--- config.mk ---
export PLATFORM = sky130hd
export DESIGN_NAME = encoder_capture_speed_position
export DESIGN_NICKNAME = d
export VERILOG_FILES = /design/src/ecsp_pkg.sv /design/src/ecsp_ram.sv /design/src/encoder_capture_speed_position.sv
export SDC_FILE = /design/constraint.sdc
export NUM_CORES = 2
export LEC_CHECK = 0
export ABC_AREA = 1
export BUFFER_PORTS_ARGS = -buffer_cell sky130_fd_sc_hd__buf_4
export CORE_MARGIN = 2
export CORE_UTILIZATION = 45
export CTS_BUF_LIST = sky130_fd_sc_hd__clkbuf_4 sky130_fd_sc_hd__clkbuf_8
export DETAILED_ROUTE_END_ITERATION = 12
export PLACE_DENSITY = 0.63
export SLEW_MARGIN = 25
export SYNTH_ARGS = -nofsm -noshare
export SYNTH_HDL_FRONTEND = slang
export SYNTH_SLANG_ARGS = --single-unit
--- constraint.sdc ---
create_clock -name clock -period 17.6 [get_ports clock]
set_input_delay 1.76 -clock clock [delete_from_list [all_inputs] [get_ports clock]]
set_output_delay 1.76 -clock clock [all_outputs]
set_load 0.005 [all_outputs]
--- src/ecsp_pkg.sv ---
// Shared types and constants for the encoder capture speed/position block.
// Used by encoder_capture_speed_position; no dependencies.
package ecsp_pkg;

   localparam int NUM_CHANNELS = 8;
   localparam int TIMER_WIDTH  = 16;
   localparam int CHAN_W       = 3;
   localparam int ADDR_W       = (NUM_CHANNELS > 1) ? $clog2(NUM_CHANNELS) : 1;
   localparam int TIME_W       = 16;
   localparam int FREQ_W       = 27;
   localparam int OVF_TICKS_W  = 17;
   localparam int WORD_W       = 32;
   localparam int CSR_IDX_W    = 4;
   localparam int STEP_W       = $clog2(FREQ_W);

   localparam logic [FREQ_W-1:0]      TICK_RATE_RESET = FREQ_W'(1663366);
   localparam logic [OVF_TICKS_W-1:0] OVF_TICKS_RESET = OVF_TICKS_W'(65532);

   localparam logic [CSR_IDX_W-1:0] CSR_TICK_RATE = CSR_IDX_W'(0);
   localparam logic [CSR_IDX_W-1:0] CSR_OVF_TICKS = CSR_IDX_W'(1);

   localparam logic [1:0] REQ_OVERFLOW = 2'd0;
   localparam logic [1:0] REQ_CAPTURE  = 2'd1;
   localparam logic [1:0] REQ_SAMPLE   = 2'd2;

   typedef struct packed {
      logic [TIMER_WIDTH-1:0] prev_time;
      logic [TIMER_WIDTH-1:0] curr_time;
      logic [WORD_W-1:0]      prev_ovf;
      logic [WORD_W-1:0]      curr_ovf;
      logic                   phase;
      logic [WORD_W-1:0]      pending;
      logic [WORD_W-1:0]      position;
   } chan_entry_type;

   localparam int ENTRY_W = $bits(chan_entry_type);

endpackage

--- src/ecsp_ram.sv ---
// Generic dual-port synchronous RAM, one write and one registered read per cycle.
// No dependencies.
module ecsp_ram #(
   parameter int WIDTH = 8,
   parameter int DEPTH = 8
) (
   input  logic                                    clock,
   input  logic                                    wr_en,
   input  logic [((DEPTH > 1) ? $clog2(DEPTH) : 1)-1:0] wr_addr,
   input  logic [WIDTH-1:0]                        wr_data,
   input  logic [((DEPTH > 1) ? $clog2(DEPTH) : 1)-1:0] rd_addr,
   output logic [WIDTH-1:0]                        rd_data
);

   logic [WIDTH-1:0] mem_ff [DEPTH];
   logic [WIDTH-1:0] rd_data_ff;

   always_ff @(posedge clock) begin
      if (wr_en) begin
         mem_ff[wr_addr] <= wr_data;
      end
      rd_data_ff <= mem_ff[rd_addr];
   end

   assign rd_data = rd_data_ff;

endmodule

--- src/encoder_capture_speed_position.sv ---
// Encoder capture block top level: channel state RAM, sequencer, divider.
// Depends on ecsp_pkg and ecsp_ram.
//
// Usage:
//   Request channel (req_*): valid/stall. req_type selects timer overflow,
//   capture edge or channel sample; req_stall is high while an item is in work.
//   Response channel (rsp_*): valid/stall, one transaction per sample of a
//   channel in range. Overflow, capture and unused types give no response.
//   Config channel (csr_*): valid/ready, always ready; index 0 tick rate,
//   index 1 overflow ticks. Write only while the block is idle.
// Sequence:
//   Overflow and ignored items: handled in idle. Capture: read, write back.
//   Sample: read, multiply, sum, then a 27-step restoring divider producing
//   one quotient bit per cycle, up to the response register; the divider is
//   skipped when the period is zero. The next request is taken in the cycle
//   after the response register loads. The divider sets the sample rate.
// Reset: synchronous, clears the overflow counter, all channel entries
//   (per-entry valid bits, no clearing pass) and restores config defaults.
// Stall: the finished response waits in its output register; the sequencer
//   holds in its final state until the register frees, then accepts again.
module encoder_capture_speed_position (
   input  logic                                clock,
   input  logic                                reset,
   input  logic                                req_valid,
   output logic                                req_stall,
   input  logic [1:0]                          req_type,
   input  logic [ecsp_pkg::CHAN_W-1:0]         req_chan_index,
   input  logic [ecsp_pkg::TIME_W-1:0]         req_capture_time,
   input  logic                                req_phase_b,
   output logic                                rsp_valid,
   input  logic                                rsp_stall,
   output logic [ecsp_pkg::CHAN_W-1:0]         rsp_out_channel,
   output logic [ecsp_pkg::FREQ_W-1:0]         rsp_frequency_hz,
   output logic                                rsp_direction,
   output logic signed [ecsp_pkg::WORD_W-1:0]  rsp_position,
   output logic                                rsp_zero_period,
   input  logic                                csr_valid,
   output logic                                csr_ready,
   input  logic [ecsp_pkg::CSR_IDX_W-1:0]      csr_index,
   input  logic [ecsp_pkg::WORD_W-1:0]         csr_wdata
);

   typedef enum logic [2:0] {
      ST_IDLE,
      ST_READ,
      ST_MUL,
      ST_SUM,
      ST_DIV,
      ST_DONE
   } state_type;

   state_type                           state_ff;
   logic [ecsp_pkg::FREQ_W-1:0]         tick_rate_ff;
   logic [ecsp_pkg::OVF_TICKS_W-1:0]    ovf_ticks_ff;
   logic [ecsp_pkg::WORD_W-1:0]         ovf_count_ff;
   logic [ecsp_pkg::NUM_CHANNELS-1:0]   valid_ff;
   logic                                rd_valid_ff;

   logic [1:0]                          type_ff;
   logic [ecsp_pkg::ADDR_W-1:0]         addr_ff;
   logic [ecsp_pkg::CHAN_W-1:0]         chan_ff;
   logic [ecsp_pkg::TIMER_WIDTH-1:0]    time_ff;
   logic                                phase_b_ff;

   logic [ecsp_pkg::WORD_W-1:0]         dov_ff;
   logic [ecsp_pkg::WORD_W-1:0]         tdiff_ff;
   logic [ecsp_pkg::WORD_W-1:0]         prod_ff;
   logic [ecsp_pkg::WORD_W-1:0]         total_ff;
   logic [ecsp_pkg::WORD_W-1:0]         rem_ff;
   logic [ecsp_pkg::FREQ_W-1:0]         num_ff;
   logic [ecsp_pkg::STEP_W-1:0]         step_ff;
   logic                                zero_ff;
   logic                                dir_ff;
   logic [ecsp_pkg::WORD_W-1:0]         pos_ff;

   logic                                rsp_valid_ff;
   logic [ecsp_pkg::CHAN_W-1:0]         rsp_chan_ff;
   logic [ecsp_pkg::FREQ_W-1:0]         rsp_freq_ff;
   logic                                rsp_dir_ff;
   logic [ecsp_pkg::WORD_W-1:0]         rsp_pos_ff;
   logic                                rsp_zero_ff;

   logic                                req_accept;
   logic                                chan_in_range;
   logic [ecsp_pkg::ENTRY_W-1:0]        ram_rdata;
   ecsp_pkg::chan_entry_type            entry_rd;
   ecsp_pkg::chan_entry_type            entry_wr;
   logic                                ram_we;
   logic [ecsp_pkg::WORD_W-1:0]         pos_new;
   logic [ecsp_pkg::WORD_W-1:0]         sum_in;
   logic [ecsp_pkg::WORD_W:0]           trial;
   logic                                out_free;

   assign req_stall     = (state_ff != ST_IDLE);
   assign req_accept    = req_valid && !req_stall;
   assign csr_ready     = 1'b1;
   assign chan_in_range = (32'(req_chan_index) < ecsp_pkg::NUM_CHANNELS);
   assign out_free      = !rsp_valid_ff || !rsp_stall;

   assign entry_rd = rd_valid_ff ? ecsp_pkg::chan_entry_type'(ram_rdata)
                                 : ecsp_pkg::chan_entry_type'('0);

   assign pos_new = entry_rd.phase ? (entry_rd.position + entry_rd.pending)
                                   : (entry_rd.position - entry_rd.pending);

   always_comb begin
      entry_wr = entry_rd;
      if (type_ff == ecsp_pkg::REQ_CAPTURE) begin
         entry_wr.prev_time = entry_rd.curr_time;
         entry_wr.curr_time = time_ff;
         entry_wr.prev_ovf  = entry_rd.curr_ovf;
         entry_wr.curr_ovf  = ovf_count_ff;
         entry_wr.phase     = phase_b_ff;
         entry_wr.pending   = entry_rd.pending + ecsp_pkg::WORD_W'(1);
      end else begin
         entry_wr.pending  = '0;
         entry_wr.position = pos_new;
      end
   end

   assign ram_we = (state_ff == ST_READ);
   assign sum_in = prod_ff + tdiff_ff;
   assign trial  = {rem_ff, num_ff[ecsp_pkg::FREQ_W-1]} - {1'b0, total_ff};

   ecsp_ram #(
      .WIDTH (ecsp_pkg::ENTRY_W),
      .DEPTH (ecsp_pkg::NUM_CHANNELS)
   ) u_chan_ram (
      .clock   (clock),
      .wr_en   (ram_we),
      .wr_addr (addr_ff),
      .wr_data (ecsp_pkg::ENTRY_W'(entry_wr)),
      .rd_addr (ecsp_pkg::ADDR_W'(req_chan_index)),
      .rd_data (ram_rdata)
   );

   always_ff @(posedge clock) begin
      if (reset) begin
         state_ff     <= ST_IDLE;
         tick_rate_ff <= ecsp_pkg::TICK_RATE_RESET;
         ovf_ticks_ff <= ecsp_pkg::OVF_TICKS_RESET;
         ovf_count_ff <= '0;
         valid_ff     <= '0;
         rsp_valid_ff <= 1'b0;
      end else begin
         if (csr_valid && csr_ready) begin
            if (csr_index == ecsp_pkg::CSR_TICK_RATE) begin
               tick_rate_ff <= csr_wdata[ecsp_pkg::FREQ_W-1:0];
            end else if (csr_index == ecsp_pkg::CSR_OVF_TICKS) begin
               ovf_ticks_ff <= csr_wdata[ecsp_pkg::OVF_TICKS_W-1:0];
            end
         end
         if (rsp_valid_ff && !rsp_stall && state_ff != ST_DONE) begin
            rsp_valid_ff <= 1'b0;
         end
         case (state_ff)
            ST_IDLE: begin
               if (req_accept) begin
                  type_ff     <= req_type;
                  addr_ff     <= ecsp_pkg::ADDR_W'(req_chan_index);
                  chan_ff     <= req_chan_index;
                  time_ff     <= req_capture_time[ecsp_pkg::TIMER_WIDTH-1:0];
                  phase_b_ff  <= req_phase_b;
                  rd_valid_ff <= valid_ff[ecsp_pkg::ADDR_W'(req_chan_index)];
                  if (req_type == ecsp_pkg::REQ_OVERFLOW) begin
                     ovf_count_ff <= ovf_count_ff + ecsp_pkg::WORD_W'(1);
                  end else if ((req_type == ecsp_pkg::REQ_CAPTURE ||
                                req_type == ecsp_pkg::REQ_SAMPLE) && chan_in_range) begin
                     state_ff <= ST_READ;
                  end
               end
            end
            ST_READ: begin
               valid_ff[addr_ff] <= 1'b1;
               dov_ff   <= entry_rd.curr_ovf - entry_rd.prev_ovf;
               tdiff_ff <= ecsp_pkg::WORD_W'(entry_rd.curr_time)
                         - ecsp_pkg::WORD_W'(entry_rd.prev_time);
               dir_ff   <= entry_rd.phase;
               pos_ff   <= pos_new;
               state_ff <= (type_ff == ecsp_pkg::REQ_SAMPLE) ? ST_MUL : ST_IDLE;
            end
            ST_MUL: begin
               prod_ff  <= dov_ff * ecsp_pkg::WORD_W'(ovf_ticks_ff);
               state_ff <= ST_SUM;
            end
            ST_SUM: begin
               total_ff <= sum_in;
               zero_ff  <= (sum_in == '0);
               rem_ff   <= '0;
               num_ff   <= (sum_in == '0) ? '0 : tick_rate_ff;
               step_ff  <= ecsp_pkg::STEP_W'(ecsp_pkg::FREQ_W - 1);
               state_ff <= (sum_in == '0) ? ST_DONE : ST_DIV;
            end
            ST_DIV: begin
               if (!trial[ecsp_pkg::WORD_W]) begin
                  rem_ff <= trial[ecsp_pkg::WORD_W-1:0];
               end else begin
                  rem_ff <= {rem_ff[ecsp_pkg::WORD_W-2:0], num_ff[ecsp_pkg::FREQ_W-1]};
               end
               num_ff  <= {num_ff[ecsp_pkg::FREQ_W-2:0], !trial[ecsp_pkg::WORD_W]};
               step_ff <= step_ff - ecsp_pkg::STEP_W'(1);
               if (step_ff == '0) begin
                  state_ff <= ST_DONE;
               end
            end
            ST_DONE: begin
               if (out_free) begin
                  rsp_valid_ff <= 1'b1;
                  rsp_chan_ff  <= chan_ff;
                  rsp_freq_ff  <= num_ff;
                  rsp_dir_ff   <= dir_ff;
                  rsp_pos_ff   <= pos_ff;
                  rsp_zero_ff  <= zero_ff;
                  state_ff     <= ST_IDLE;
               end
            end
            default: begin
               state_ff <= ST_IDLE;
            end
         endcase
      end
   end

   assign rsp_valid        = rsp_valid_ff;
   assign rsp_out_channel  = rsp_chan_ff;
   assign rsp_frequency_hz = rsp_freq_ff;
   assign rsp_direction    = rsp_dir_ff;
   assign rsp_position     = rsp_pos_ff;
   assign rsp_zero_period  = rsp_zero_ff;

   assert property (@(posedge clock) disable iff (reset)
      state_ff == ST_DIV |-> total_ff != '0)
      else $error("divider running on a zero period");

   assert property (@(posedge clock) disable iff (reset)
      state_ff == ST_DONE && out_free |=> rsp_valid_ff && state_ff == ST_IDLE)
      else $error("finished sample not moved to the response register");

   assert property (@(posedge clock) disable iff (reset)
      rsp_valid_ff && rsp_zero_ff |-> rsp_freq_ff == '0)
      else $error("zero period response carries a frequency");

   assert property (@(posedge clock) disable iff (reset)
      req_accept && req_type == ecsp_pkg::REQ_SAMPLE && chan_in_range |=> state_ff == ST_READ)
      else $error("sample transaction did not start a channel read");

endmodule
After elaboration in Yosys (flattened, before gate mapping):

Memories as Yosys holds them, arrays and structs flattened. A register that Yosys moved wholly into a read port is not among the register bits.
Index checks and enable logic that the tools add are counted.

* output and inout port bits: 67
* logic and storage cells: 113
* RAM bits: 1288
* memories: 1
* register bits after elaboration: 401

* eq/ne operators: 16
* $lt $le $gt $ge: 3
* add/subtract/negate cells: 9
* mux-type cells: 27
* reductions and logical operators: 27
* multiply operators: 1
* bitwise gates (word level): 3

Memories
* u_chan_ram.mem_ff: depth 8, width 161, read ports 1, clocked after Yosys merged registers in 1, wr ports 1, RTL line ecsp_ram.sv:15 `logic [WIDTH-1:0] mem_ff [DEPTH];`

Operator list (count)
* 2-to-1 mux 161 bit: 1
* 2-to-1 mux 32 bit: 4
* 2-to-1 mux 97 bit: 1
* adder 32 x 1 -> 32 bit, second input constant: 2
* adder 32 bit: 2
* case mux 32 bit (2 select lines): 1
* subtractor 32 bit: 2
* case mux 27 bit (2 select lines): 1
* subtractor 33 x 32 -> 33 bit: 1
* zero test 32 bit: 1
* multiplier 32 x 17 -> 32 bit: 1
* 2-to-1 mux 27 bit: 1
* case mux 3 bit (6 select lines): 1
* subtractor 16 x 16 -> 17 bit: 1
* 2-to-1 mux 3 bit: 5
* AND reduction 3 bit: 4
* inequality test 2 bit, second input constant: 5
* case mux 5 bit (2 select lines): 1
* AND reduction 2 bit: 5
* less-than comparator 3 x 4 -> 1 bit, second input constant: 2
* 2-to-1 mux 1 bit: 8
* bitwise OR 8 bit: 1
* equality test 3 x 2 -> 1 bit, second input constant: 2
* equality test 3 bit, second input constant: 2
* 21 further kinds: 31

Logic depth before layout (Yosys ltp):

* depth in word-level cells: 6
* gate-level depth with buffers: 29
* depth with buffers taken out: 27

Hierarchy:

A second synthesis with hierarchy kept.

* cells, all modules: 10611
* area, all modules: 96782.8 um^2

By module, submodules not included
* ecsp_ram: area each 59129.2 um^2, instances 1, cells each 5743
* encoder_capture_speed_position: area each 37653.6 um^2, instances 1, cells each 4868

Least setup slack after synthesis:

OpenSTA, ideal clock, no wires.

* path type: register -> register
* from: reg state_ff[0]
* to: mem u_chan_ram.mem_ff[1][0] in the netlist's numbering (enable)
* cell stages (with the launch flop): 9
* path buffers: 0
* setup time: 0.686 ns
* path slack: 9.249 ns
* arrival time: 7.665 ns
* cell sequence: dfxtp_1 -> inv_1 -> nor2_1 -> inv_1 -> nor2_1 -> inv_1 -> nor2_1 -> inv_1 -> nor2_1

* word-level cells in the longest chain between the ends: 3

Ends and longest elaborated chain
* start: declaration: RTL line encoder_capture_speed_position.sv:52 `state_type state_ff;`
* start signal: assignment: RTL line encoder_capture_speed_position.sv:180 `state_ff <= (type_ff == ecsp_pkg::REQ_SAMPLE) ? ST_MUL : ST_IDLE;`
* start signal: assignment: RTL line encoder_capture_speed_position.sv:192 `state_ff <= (sum_in == '0) ? ST_DONE : ST_DIV;`
* equality test 3 x 1 -> 1 bit: RTL line encoder_capture_speed_position.sv:121 `assign ram_we = (state_ff == ST_READ);`
* 2-to-1 mux 1 bit: RTL line ecsp_ram.sv:19 `if (wr_en) begin`
* 2-to-1 mux 1 bit (implied by the code): RTL line ecsp_ram.sv:20 `mem_ff[wr_addr] <= wr_data;`
* end: declaration: RTL line ecsp_ram.sv:15

No other way between the ends.

Final worst setup path:

* from: reg ovf_ticks_ff[2] in the netlist's numbering
* to: reg prod_ff[28] in the netlist's numbering, data pin

* word-level cells in the longest chain between the ends: 1

Ends and longest elaborated chain
* start: declaration: RTL line encoder_capture_speed_position.sv:54 `logic [ecsp_pkg::OVF_TICKS_W-1:0] ovf_ticks_ff;`
* start signal: assignment: RTL line encoder_capture_speed_position.sv:141 `ovf_ticks_ff <= ecsp_pkg::OVF_TICKS_RESET;`
* start signal: assignment: RTL line encoder_capture_speed_position.sv:150 `ovf_ticks_ff <= csr_wdata[ecsp_pkg::OVF_TICKS_W-1:0];`
* multiplier 32 x 17 -> 32 bit: RTL line encoder_capture_speed_position.sv:183 `prod_ff <= dov_ff * ecsp_pkg::WORD_W'(ovf_ticks_ff);`
* end signal: assignment: RTL line encoder_capture_speed_position.sv:183
* end: declaration: RTL line encoder_capture_speed_position.sv:67 `logic [ecsp_pkg::WORD_W-1:0] prod_ff;`

No other way between the ends.
A chain may end at the register's enable or synchronous reset.

==> results.sh <==
export IMPL_cts_repair_resized=0
export IMPL_synth_top_family_by_area="simple AND/OR/NAND/NOR gates"
export IMPL_synth_compound_area_share_pct=9.59
export IMPL_yosys_area_top_type_share_pct=52.7
export IMPL_synth_most_common_cell="edfxtp_1"
export IMPL_max_cap_viol_count=0
export IMPL_worst_path_most_repeated_cell="fa_1"
export IMPL_slew_headroom_pct=22.8
export IMPL_end_kind="flip-flop"
export IMPL_fin_util_pct=50.2
export IMPL_power_switching_mw=5.68
export IMPL_port_buffers=123
export IMPL_max_stage_delay_ns=1.02
export IMPL_fin_cells=11800
export IMPL_path_class="reg -> reg"
export IMPL_skew_ns=0.0902
export IMPL_critPathBufInv=3
export IMPL_dp_worst_setup_slack_ns=10.86
export IMPL_clock_fmax_ghz=0.147
export IMPL_cts_root_buffer="clkbuf_8"
export IMPL_grt_max_degree=227
export IMPL_row_count=164
export IMPL_synth_cell_types=59
export IMPL_power_frac_clock_pct=25.2
export IMPL_drc_errors=0
export IMPL_drtIter0Drc=5274
export IMPL_internal_power_mw=9.69
export IMPL_gp_congestion=0.943
export IMPL_leakage_nw=40.0
export IMPL_comb_power_share_pct=40.2
export IMPL_slew_violations=0
export IMPL_startpoint_type="flip-flop"
export IMPL_antenna_found_initial=6
export IMPL_post_cts_setup_buffers=0
export IMPL_ir_drop_mv=0.324
export IMPL_die_area_um2=204000
export IMPL_seqPwrFrac_pct=34.5
export IMPL_slowest_stage="dfxtp_2"
export IMPL_postCtsHoldBufs=0
export IMPL_synth_xor_area_share_pct=2.04
export IMPL_grt_pass1_vias=62300
export IMPL_ys_ff_latch=1835
export IMPL_critPathRequiredTime_ns=18.32
export IMPL_coreArea_um2=200000
export IMPL_grt_busiest_layer="met2"
export IMPL_r2r_start="ovf_ticks_ff[2]"
export IMPL_clk_pin_slew_ns=0.06
export IMPL_hold_viol=0
export IMPL_insertion_delay_ns=1.04
export IMPL_rsz0062_at_grt="false"
export IMPL_crit_family="adder cells"
export IMPL_via_count=62900
export IMPL_fin_crit_sh_pct=38.8
export IMPL_tritoncts="done"
export IMPL_place_inst=11200
export IMPL_cp_arrival_ns=7.54
export IMPL_num_io_pins=130
export IMPL_h_tree_depth=5
export IMPL_die_h_um=452
export IMPL_area_delta_synth_final_pct=11.0
export IMPL_viasPerCell=5.33
export IMPL_dp_hpwl_um=135000
export IMPL_wirelength_um=227000
export IMPL_cts_sinks=1835
export IMPL_outcome="finished, final reports clean"
export IMPL_cp_startpoint="ovf_ticks_ff[2]"
export IMPL_drt_pass1_iter_count=8
export IMPL_synthSimpleGateAreaFrac_pct=13.9
export IMPL_avgRoutedWirePerCell_um=19.2
export IMPL_synth_top_flop_cell="edfxtp_1"
export IMPL_groute_usage_overall_pct=22.0
export IMPL_final_layout_size_suffix_gt1_share_pct=8.69
export IMPL_start_util_pct=45.2
export IMPL_avgSynthCellArea_um2=10.3
export IMPL_synth_net_count=9395
export IMPL_fp_dieW_um=452
export IMPL_synth_cells_most_frequent="edfxtp_1, nor2_1, nand2_1, inv_1, o21ai_0"
export IMPL_hp_class="reg -> reg"
export IMPL_path_cells="nand2_1 -> fa_1 -> fa_1 -> inv_1 -> fa_1 -> inv_1 -> fa_1 -> fa_1 -> fa_1 -> inv_1 -> ha_1 -> nand4_1 -> o21ai_0 -> a21oi_1 -> o21ai_0 -> a21boi_0 -> o21ai_0 -> xor2_1"
export IMPL_synthArstFlopShare_pct=0
export IMPL_use_met3_pct=3.90
export IMPL_synth_seq_area_share_pct=58.2
export IMPL_finalCriticalPeriod_ns=6.82
export IMPL_min_from="pos_ff[4]"
export IMPL_synth_area_um2=90300
export IMPL_met2_usage_pct=36.1
export IMPL_synth_edf_count=1586
export IMPL_cts_buffer_depth=4
export IMPL_synth_mux_area_share_pct=0
export IMPL_synthCells=8795
export IMPL_cts_buffers=320
export IMPL_crit_fanout=31
export IMPL_antenna_left=0
export IMPL_grt_pass1_wl_um=353000
export IMPL_synth_fa_ha_area_share_pct=10.1
export IMPL_setup_ws_ns=10.78
export IMPL_swShare_pct=37.0
export IMPL_final_nets=9495
export IMPL_grt_util_met1_pct=29.8
export IMPL_tns_ns=0
export IMPL_setup_violations=0
export IMPL_power_density_nw_per_um2=153
export IMPL_grt_overflow_total=0
export IMPL_ys_warnings_count=0
export IMPL_synth_largest_area_cell="edfxtp_1"
export IMPL_ys_top_cells_by_area="edfxtp_1, fa_1, nor2_1"
export IMPL_tightest_slew_ns=1.16
## cell type report
class | count | area (um^2)
multi-input cells | 5513 | 32300
diodes | 2 | 5.00
inverters | 1025 | 3870
repair buffers | 200 | 1690
well taps | 2656 | 3320
fillers | 17800 | 99400
clock buffers | 480 | 5870
flip-flops and latches | 1835 | 52600
clock inverters | 82 | 498
## power by group through the flow
stage	Clock, mW	Combinational, mW	Sequential, mW
after floorplan	0	4.41	5.37
after global placement	0	5.95	5.39
after detailed placement	0	6.02	5.39
after CTS	3.96	6.05	5.30
after global routing	4.15	6.92	5.31
final	3.88	6.18	5.31
## metal layers
layer / part of all wire, % / wire (um)
met1: 44 / 98800
met2: 47 / 107000
met3: 6.7 / 15300
met4: 2.4 / 5460
met5: 0 / 0
## worst reg2reg max path, cell delays in order, from the launching register on
cell and delay (ns):
dfxtp_2 1.02, nand2_1 0.23, fa_1 0.56, fa_1 0.55, inv_1 0.05, fa_1 0.50
inv_1 0.06, fa_1 0.57, fa_1 0.45, fa_1 0.52, inv_1 0.05, ha_1 0.37
nand4_1 0.17, o21ai_0 0.30, a21oi_1 0.15, o21ai_0 0.38, a21boi_0 0.24, o21ai_0 0.32
xor2_1 0.11
## layout by cell type, fill, tap and decap left out, types with 185 or more instances in the layout
master    instances
ha_1            213
clkbuf_8        362
fa_1            324
dfxtp_1         245
edfxtp_1       1586
a21oi_1         248
buf_4           185
inv_1          1009
o21ai_0         924
nand2_1        1404
nor2_1         1419
## metrics by stage
| stage | total power [mW] | cell area (um^2) | hold slack (ns) |
|---|---|---|---|
| after CTS | 15.3 | 100000 | 0.369 |
| after floorplan | 9.78 | 90300 | 0.400 |
| after global placement | 11.3 | 93800 | 0.402 |
| final | 15.4 | 100000 | 0.378 |
| after detailed placement | 11.4 | 93800 | 0.405 |
| after global routing | 16.4 | 100000 | 0.377 |
## registers in the layout (all words and copies together) (netlist names), 2 cells and up
register	count
u_chan_ram.mem_ff	1288
u_chan_ram.rd_data	161
dov_ff	32
ovf_count_ff	32
pos_ff	32
prod_ff	32
rem_ff	32
rsp_position	32
total_ff	32
num_ff	27
rsp_frequency_hz	27
tick_rate_ff	27
ovf_ticks_ff	17
tdiff_ff	17
time_ff	16
valid_ff	8
step_ff	5
chan_ff	3
rsp_out_channel	3
state_ff	3
type_ff	2
## path summary, 6_finish.rpt
check / end / slack [ns] / cells after the start
max reg2reg: prod_ff[28] / 10.78 / 18
max: prod_ff[28] / 10.78 / 18
min: rsp_position[4] / 0.38 / 0
min reg2reg: rsp_position[4] / 0.38 / 0
## cells by family after synthesis
family	after synthesis
AND/OR/NAND/NOR	3166
flip-flops	1835
AO/OA/AOI/OAI	1600
buffers and inverters	1447
adder cells (fa/ha/maj)	537
XOR/XNOR	209
other	1
(Power assumes the default switching activity.)
